File: src/design/sdiv64_pkg.sv
// Shared constants, types and the division step function for the signed 64-bit divider.
package sdiv64_pkg;

  localparam int DATA_WIDTH = 64;
  localparam int IO_WIDTH   = 64;
  localparam int Q_DEPTH    = 4;
  localparam int Q_PTR_W    = $clog2(Q_DEPTH);
  localparam int Q_CNT_W    = $clog2(Q_DEPTH + 1);

  typedef enum logic [1:0] {
    ST_OK       = 2'd0,
    ST_DIV_ZERO = 2'd1,
    ST_OVERFLOW = 2'd2,
    ST_UNUSED   = 2'd3
  } status_t;

  typedef struct packed {
    status_t               st;
    logic                  q_neg;
    logic                  r_neg;
    logic [DATA_WIDTH-1:0] a;
    logic [DATA_WIDTH-1:0] d;
    logic [DATA_WIDTH-1:0] r;
    logic [DATA_WIDTH-1:0] q;
  } work_t;

  function automatic work_t div_step(input work_t w);
    work_t                 o;
    logic [DATA_WIDTH:0]   t;
    o = w;
    t = {w.r, w.q[DATA_WIDTH-1]} - {1'b0, w.d};
    if (!t[DATA_WIDTH]) begin
      o.r = t[DATA_WIDTH-1:0];
      o.q = {w.q[DATA_WIDTH-2:0], 1'b1};
    end else begin
      o.r = {w.r[DATA_WIDTH-2:0], w.q[DATA_WIDTH-1]};
      o.q = {w.q[DATA_WIDTH-2:0], 1'b0};
    end
    return o;
  endfunction

endpackage

File: src/design/sdiv64_queue.sv
// Short queue between the front stage and the divider pipeline.
module sdiv64_queue import sdiv64_pkg::*; (
  input  logic  clk,
  input  logic  rst_n,
  input  logic  wr_valid,
  output logic  wr_ready,
  input  work_t wr_data,
  output logic  rd_valid,
  input  logic  rd_ready,
  output work_t rd_data
);

  work_t                mem_r [Q_DEPTH];
  logic [Q_PTR_W-1:0]   wp_r, wp_nxt, rp_r, rp_nxt;
  logic [Q_CNT_W-1:0]   cnt_r, cnt_nxt;
  logic                 push, pop;

  assign wr_ready = cnt_r != Q_CNT_W'(Q_DEPTH);
  assign rd_valid = cnt_r != '0;
  assign rd_data  = mem_r[rp_r];
  assign push     = wr_valid && wr_ready;
  assign pop      = rd_valid && rd_ready;

  always_comb begin
    wp_nxt  = push ? wp_r + 1'b1 : wp_r;
    rp_nxt  = pop ? rp_r + 1'b1 : rp_r;
    cnt_nxt = cnt_r + Q_CNT_W'(push) - Q_CNT_W'(pop);
  end

  always_ff @(posedge clk) begin
    if (!rst_n) begin
      wp_r  <= '0;
      rp_r  <= '0;
      cnt_r <= '0;
    end else begin
      wp_r  <= wp_nxt;
      rp_r  <= rp_nxt;
      cnt_r <= cnt_nxt;
    end
    if (push) begin
      mem_r[wp_r] <= wr_data;
    end
  end

endmodule

File: config.mk
export PLATFORM = sky130hd
export DESIGN_NAME = sdiv64_queue
export DESIGN_NICKNAME = d
export VERILOG_FILES = /design/src/design/sdiv64_pkg.sv /design/src/design/sdiv64_queue.sv
export SDC_FILE = /design/constraint.sdc
export NUM_CORES = 1
export LEC_CHECK = 0
export BUFFER_PORTS_ARGS = -buffer_cell sky130_fd_sc_hd__buf_2
export CAP_MARGIN = 20
export CORE_UTILIZATION = 31
export DETAILED_ROUTE_END_ITERATION = 7
export PLACE_DENSITY = 0.53
export SLEW_MARGIN = 30
export SYNTH_ARGS = -nofsm -noshare
export SYNTH_HDL_FRONTEND = slang
export SYNTH_SLANG_ARGS = --single-unit
File: constraint.sdc
create_clock -name clk -period 7.1 [get_ports clk]
set_input_delay 0.71 -clock clk [delete_from_list [all_inputs] [get_ports clk]]
set_output_delay 0.71 -clock clk [all_outputs]
set_load 0.05 [all_outputs]
==> metrics <==
area of the mapped netlist between 30000 and 40000 um2; Area Overhead vs Synth 21.2%; Synth area leaders edfxtp_1 (82%), mux4_2 (15%), buf_6 (0.68%); CTS Buf Count roughly 110; largest family of logic cells by synthesized area multiplexers; ANT nets after route 0; post-layout util 0.378; Final setup viols 0; Critical Path AT 3.37 ns; vias in the first global route approximately 18000; Worst Setup End Kind output pin; Detailed Routing Iterations Pass 1 5; setup bufs post-CTS 0; IO buf count 525; CP required 6.39 ns; vias per cell 4.55; GR Overflow Total 0; post-route design area around 46000 um2; RSZ-0062 raised after global routing no; maximum vdd ir drop 0.288 mV; delay-heaviest family, CP buffers and inverters; post-synthesis sequential area ratio 0.827; # IOs 526; CTS H-tree lvls 3; critical-path cell list buf_12 -> buf_16 -> mux4_2 -> buf_2; Seq cells post-synth between 1000 and 1500; leakage 0.0150 uW; Setup TNS 0 ns; Max Buffers Root-to-Sink 3; Synth top area share 0.822; Clock Skew about 0.023 ns; GR Util All Layers 0.128; Max stage delay cell, worst path dfxtp_4; layout cells sized above 1 0.459; post-synthesis adder-cell area fraction 0.00250; Layout Nets 2274; largest area contributor in the netlist edfxtp_1; total power 18600 uW; Syn Inst Count between 1000 and 1500; DIE AREA ~120000 um2; Post-synth ARST share 0; CTS sink count 1049; worst hold path class input port to flop; Die Span X 352 um; pwr/cell area 403 nW/um2; core area ~120000 um2; Simple-Gate Fraction of Synth Area 0.00240; CTS tree built; Period minus WS final just over 4 ns; post-CTS sizing 0; Wirelength per Cell 21.4 um; EDFF count, synth 1040; startpoint types flop; # hold bufs at CTS 0; Hold Fails Final Rpt 0; initial antenna violation count 25; crit-path max cell delay 0.87 ns; relative max-transition margin 0.295; Synth cell types 19; yosys warns 0; Worst-Skew Late Latency roughly 0.70 ns; top_reg_cell synth edfxtp_1; DRC Markers 0; syn nets between 1500 and 2000; HPWL Detailed 47300 um; initial core utilization 0.312; Worst-Margin Slew 1.06 ns; Final GP Congestion 0.722; Fmax 245 MHz; R2R setup slack 3.99 ns; largest net degree at the start of global routing 125; multiplexer share of the synthesized area 0.155; Buf/Inv on CP 3; clk slew on worst S/H paths around 0.060 ns; max-slew violation count 0; total wire length 79400 um; status finished, final reports clean; first-pass GRT wire length ~120000 um; DIE HEIGHT 352 um; Mean Syn Cell Area between 20 and 30 um2; Worst Path Class, Setup flop to output pin; Root Buffer clkbuf_16; Crit Path Max Fanout 70; DR iter-0 viols 1000; Post-DP Area around 42000 um2; total number of vias roughly 17000; Post-Synth XOR/XNOR Area 0.000922; fin crit share 0.575; MaxCap Viol Count 0; Site Rows approximately 130; complex-gate fraction of the synthesized area 0.000659
[layout by cell type (no fill, tap or decap), types with 5 or more instances in the layout]
cell | Yosys | final
buf_12 | 0 | 11
buf_2 | 27 | 525
buf_4 | 0 | 6
bufinv_16 | 0 | 9
clkbuf_1 | 9 | 26
clkbuf_16 | 0 | 110
clkinv_1 | 0 | 23
clkinv_2 | 0 | 17
dfxtp_1 | 9 | 7
edfxtp_1 | 1040 | 1040
ha_1 | 6 | 6
inv_1 | 5 | 5
mux4_2 | 260 | 260
nand2_1 | 5 | 5
[flip-flops by register name (all words and copies together), names as in the netlist, named ones only]
register / cells
rp_r: 2
wp_r: 2
cnt_r: 3
mem_r: 1040
[path summary, 6_finish.rpt]
| check | cells after the start | end | start |
|---|---|---|---|
| setup / recovery | 4 | rd_data[133] | flop |
| hold / removal | 1 | mem_r[1][148] | wr_data[148] |
| setup reg to reg | 5 | mem_r[2][77] | cnt_r[1] |
| hold reg to reg | 2 | wp_r[1] | wp_r[1] |
[cell type report]
type,instances,area (um2)
tap,1625,2030
clock inverter,58,539
timing repair buffer,546,3000
inverter,5,18.8
clock buffer,137,2860
multi-input combinational,293,6130
sequential,1049,31400
fill,11000,75700
antenna,4,10.0
[report_power, final]
| part | leakage (uW) | internal (uW) | switching, uW |
|---|---|---|---|
| Clock | 0.00166 | 3160 | 2260 |
| Sequential | 0.00960 | 7510 | 178 |
| Combinational | 0.00374 | 1590 | 3860 |
| Total | 0.0150 | 12300 | 6300 |
[per-stage QoR]
step                      std cells  setup slack [ns]  hold WS [ns]
after global routing           3714              2.70         0.148
after floorplan                1406              2.30         0.468
final                          3717              3.02         0.223
after detailed placement       3514              3.72         0.491
after global placement         3513              3.63         0.476
after CTS                      3709              2.94         0.122
[synthesized netlist by cell type (3+ instances only)]
master       n
edfxtp_1  1040
mux4_2     260
buf_2       27
buf_6       23
clkbuf_1     9
dfxtp_1      9
and2_1       7
ha_1         6
inv_1        5
nand2_1      5
xnor2_1      4
nor2b_1      3
[layer usage]
| metal | wire length [um] | up-vias | part of all wire | track usage |
|---|---|---|---|---|
| li1 | - | 7328 | - | - |
| met2 | 38500 | 524 | 0.48 | 0.204 |
| met1 | 32100 | 8866 | 0.40 | 0.158 |
| met4 | 1770 | 36 | 0.022 | 0.0375 |
| met5 | 231 | - | 0.0029 | 0 |
| met3 | 6880 | 165 | 0.087 | 0.0532 |
[kinds of logic (layout without fill, tap and decap cells)]
family	count (synthesis)	in the layout
AOI/OAI and AO/OA	3	3
xor gates and xnor gates	4	4
adders and majority gates	7	7
buffers and inverters	64	746
DFF	1049	1049
muxes	262	262
other	0	4
and+or+nand+nor	17	17
Note: power is estimated with default switching activity, not from simulation.
