--- config.mk ---
export PLATFORM = sky130hd
export DESIGN_NAME = sdiv64_front
export DESIGN_NICKNAME = d
export VERILOG_FILES = /design/src/design/sdiv64_pkg.sv /design/src/design/sdiv64_front.sv
export SDC_FILE = /design/constraint.sdc
export NUM_CORES = 1
export LEC_CHECK = 0
export ABC_CLOCK_PERIOD_IN_PS = 7600
export BUFFER_PORTS_ARGS = -buffer_cell sky130_fd_sc_hd__clkbuf_2
export CAP_MARGIN = 15
export CORE_MARGIN = 2
export CORE_UTILIZATION = 35
export DETAILED_ROUTE_END_ITERATION = 10
export GPL_TIMING_DRIVEN = 0
export PLACE_DENSITY = 0.59
export SLEW_MARGIN = 5
export SYNTH_ARGS = -nofsm -noshare
export SYNTH_HDL_FRONTEND = slang
export SYNTH_SLANG_ARGS = --single-unit
--- constraint.sdc ---
create_clock -name clk -period 7.6 [get_ports clk]
set_input_delay 0.76 -clock clk [delete_from_list [all_inputs] [get_ports clk]]
set_output_delay 0.76 -clock clk [all_outputs]
set_load 0.005 [all_outputs]
--- src/design/sdiv64_pkg.sv ---
// Shared constants, types and the division step function for the signed 64-bit divider.
package sdiv64_pkg;

  localparam int DATA_WIDTH = 64;
  localparam int IO_WIDTH   = 64;
  localparam int Q_DEPTH    = 4;
  localparam int Q_PTR_W    = $clog2(Q_DEPTH);
  localparam int Q_CNT_W    = $clog2(Q_DEPTH + 1);

  typedef enum logic [1:0] {
    ST_OK       = 2'd0,
    ST_DIV_ZERO = 2'd1,
    ST_OVERFLOW = 2'd2,
    ST_UNUSED   = 2'd3
  } status_t;

  typedef struct packed {
    status_t               st;
    logic                  q_neg;
    logic                  r_neg;
    logic [DATA_WIDTH-1:0] a;
    logic [DATA_WIDTH-1:0] d;
    logic [DATA_WIDTH-1:0] r;
    logic [DATA_WIDTH-1:0] q;
  } work_t;

  function automatic work_t div_step(input work_t w);
    work_t                 o;
    logic [DATA_WIDTH:0]   t;
    o = w;
    t = {w.r, w.q[DATA_WIDTH-1]} - {1'b0, w.d};
    if (!t[DATA_WIDTH]) begin
      o.r = t[DATA_WIDTH-1:0];
      o.q = {w.q[DATA_WIDTH-2:0], 1'b1};
    end else begin
      o.r = {w.r[DATA_WIDTH-2:0], w.q[DATA_WIDTH-1]};
      o.q = {w.q[DATA_WIDTH-2:0], 1'b0};
    end
    return o;
  endfunction

endpackage

--- src/design/sdiv64_front.sv ---
// Front stage: capture operand pairs, classify special cases, form magnitudes.
module sdiv64_front import sdiv64_pkg::*; (
  input  logic                clk,
  input  logic                rst_n,
  input  logic                in_valid,
  output logic                in_ready,
  input  logic [IO_WIDTH-1:0] dividend,
  input  logic [IO_WIDTH-1:0] divisor,
  output logic                f_valid,
  input  logic                f_ready,
  output work_t               f_data
);

  logic                  valid_r, valid_nxt;
  work_t                 data_r, data_nxt;
  logic [DATA_WIDTH-1:0] a, b;
  logic                  an, bn;
  logic [DATA_WIDTH-1:0] min_val;

  assign in_ready = !valid_r || f_ready;
  assign f_valid  = valid_r;
  assign f_data   = data_r;

  always_comb begin
    a       = dividend[DATA_WIDTH-1:0];
    b       = divisor[DATA_WIDTH-1:0];
    an      = a[DATA_WIDTH-1];
    bn      = b[DATA_WIDTH-1];
    min_val = {1'b1, {(DATA_WIDTH-1){1'b0}}};
    data_nxt.a     = a;
    data_nxt.d     = bn ? (~b + 1'b1) : b;
    data_nxt.q     = an ? (~a + 1'b1) : a;
    data_nxt.r     = '0;
    data_nxt.q_neg = an ^ bn;
    data_nxt.r_neg = an;
    if (b == '0) begin
      data_nxt.st = ST_DIV_ZERO;
    end else if (a == min_val && b == '1) begin
      data_nxt.st = ST_OVERFLOW;
    end else begin
      data_nxt.st = ST_OK;
    end
    valid_nxt = in_ready ? in_valid : valid_r;
  end

  always_ff @(posedge clk) begin
    if (!rst_n) begin
      valid_r <= 1'b0;
    end else begin
      valid_r <= valid_nxt;
    end
    if (in_valid && in_ready) begin
      data_r <= data_nxt;
    end
  end

endmodule

==> metrics.csv <==
stage,metric,value,unit
sta,finalCriticalPeriod,2.96,ns
logic_synthesis,syn_inst,693,
sta,max_slew_margin,0.537,
routing,first_iter_violations,481,
worst_setup_path,crit_arrival,3.14,ns
die,start_util,0.354,
logic_synthesis,synthTopCellsByArea,"edfxtp_1 (62%), xnor2_1 (11%), buf_4 (5.2%)",
sta,fin_crit_sh,0.390,
logic_synthesis,synth_warnings,0,
worst_setup_path,cp-end-kind,flop,
pwr,cellPowerDensity,208,nW/um2
hold_path,hp-class,in2reg,
clock_network,cts_root_buf,clkbuf_16,
global_route,grt_overflow_total,0,
die,core_area,26700,um2
layout,drive_gt1_frac,0.414,
clock_network,ctsResizeCount,0,
logic_synthesis,ys.flop_type,edfxtp_1,
clock_network,cts_buffers,17,
routing,first_pass_iters,4,
sta,tightestPinTransition,0.694,ns
sta,hold_viol_final,0,
routing,drc,0,
clock_network,cts_max_level,4,
layout,final_cell_mix,"clkbuf_2 (330), edfxtp_1 (194), xnor2_1 (121), buf_4 (66), conb_1 (64)",
logic_synthesis,syn_avg_cell_area,13.6,um2
routing,vias,7153,
layout,stdcell_area,12500,um2
clock_network,clk_pin_slew,0.09,ns
global_route,grt_pass1_vias,7043,
routing,routed_wl,28500,um
die,fp-row-count,60,
routing,ant_nets,0,
layout,final_util,0.466,
flow_run,maxCapViolations,0,
pwr,peakVddDrop,0.135,mV
layout,final_common_cell,clkbuf_2,
placement,post_dp_cell_area,11800,um2
placement,place_hpwl,22300,um
layout,area_delta_synth_final,31.7,%
clock_network,cts_sinks,195,
logic_synthesis,ys_async_sr_fraction,0,
worst_setup_path,crit_type,in2reg,
routing,viasPerCell,4.90,
worst_setup_path,r2r_slack,5.73,ns
sta,fmax,0.337,GHz
logic_synthesis,netlist_area,9450,um2
sta,final_max_slew_viol_count,0,
pwr,p_leak,0.00487,uW
global_route,grtUsageTotal,0.198,
clock_network,hold_buffers,0,
sta,skew,0.00930,ns
die,fp.dieH,168,um
logic_synthesis,synth_top_area_cell,edfxtp_1,
worst_setup_path,start_kind,primary input,
clock_network,insertion_delay,0.43,ns
sta,rsz0062_at_grt,false,
clock_network,postCtsSetupBuffers,0,
global_route,grt_max_degree,73,
status,status,completed,
sta,setup_violations,0,
die,pin_count,394,
die,die-area,28300,um2
clock_network,cts_buffer_depth,2,
logic_synthesis,ys_seq_elements,195,
pwr,power.total,2590,uW
placement,routabilityCongestion,0.862,
clock_network,cts_tree,built,
placement,port_buffers,329,
logic_synthesis,ys_seq_area_frac,0.618,
sta,hold_slack,0.541,ns
worst_setup_path,cp_max_fo,10,
global_route,grt_pass1_wl,42500,um
global_route,antenna_found_initial,0,
routing,wire_per_inst,19.5,um
die,die_w,168,um
sta,setup_tns,0,ns
logic_synthesis,synth_edf_count,194,
worst_setup_path,crit_required,7.77,ns
logic_synthesis,synth_top_area_frac,0.616,
layout,nets,1242,
layout,diodes,0,
logic_synthesis,synthDistinctLibCells,42,
sequential cells by signal, summed over array words and instances, names as in the netlist:
register,flops
f_data,194
f_valid,1
final timing paths:
check / startpoint / endpoint / cells after the start
setup / recovery: dividend[7] / f_data[29] / 8
hold / removal: dividend[43] / f_data[235] / 1
setup reg to reg: f_valid / f_data[63] / 4
hold reg to reg: f_valid / f_valid / 2
cell usage after synthesis, types with 5 or more instances:
master,number
nor2_1,15
o41ai_1,23
or4_1,20
nand2b_1,5
nor3_1,6
inv_1,8
nor4_4,5
or3_1,16
o41ai_2,6
xnor2_1,121
o21ai_0,37
o31ai_1,39
nand4_1,21
edfxtp_1,194
clkbuf_1,14
buf_2,6
nand3_1,12
buf_4,66
nand2_1,35
nor4_1,13
area by class of cell:
cell class / count / area (um2)
plain buffers: 87 / 583
clock buffers: 17 / 425
clock inverters: 15 / 181
fillers: 2487 / 14300
inverters: 8 / 30.0
multi-input cells: 466 / 3230
flip-flops and latches: 195 / 5850
well taps: 341 / 427
repair buffers: 332 / 1730
kinds of logic (layout without fill, tap and decap cells):
family | Yosys count | in the layout | share of synthesized area
AO/OA/AOI/OAI | 109 | 109 | 0.0866
flip-flops | 195 | 195 | 0.618
AND/OR/NAND/NOR | 167 | 167 | 0.112
buffers and inverters | 95 | 459 | 0.0648
other | 1 | 64 | 0.000397
adder cells (fa/ha/maj) | 3 | 3 | 0.00397
XOR/XNOR | 123 | 123 | 0.114
where the power goes:
part / switching, uW / internal [uW] / total, uW
Combinational: 200 / 159 / 359
Sequential: 21.8 / 1280 / 1300
Clock: 474 / 449 / 923
Total: 695 / 1890 / 2590
metal layers:
layer  track usage  routed length, um  share of wire  vias to the layer above
met2         0.341              14000           0.49                      313
met5             0                  0              0                        -
met1         0.240              11700           0.41                     3447
li1              -                  -              -                     3367
met3        0.0625               2320          0.081                       26
met4        0.0558                420          0.015                        0
worst max-delay path, stage by stage:
cell and delay [ns]:
clkbuf_2 0.12, or4_1 0.52, buf_2 0.19, nor2_1 0.34, nand3_1 0.45, buf_2 0.35, o31ai_1 0.31, xnor2_1 0.10
stage by stage:
step / instances / worst slack [ns]
floorplan: 756 / 1.68
global placement: 1426 / -0.413
detailed placement: 1429 / 4.20
CTS: 1461 / 4.68
global route: 1461 / 4.52
finish: 1461 / 4.64
No activity file was read; power rests on OpenSTA's default activity.
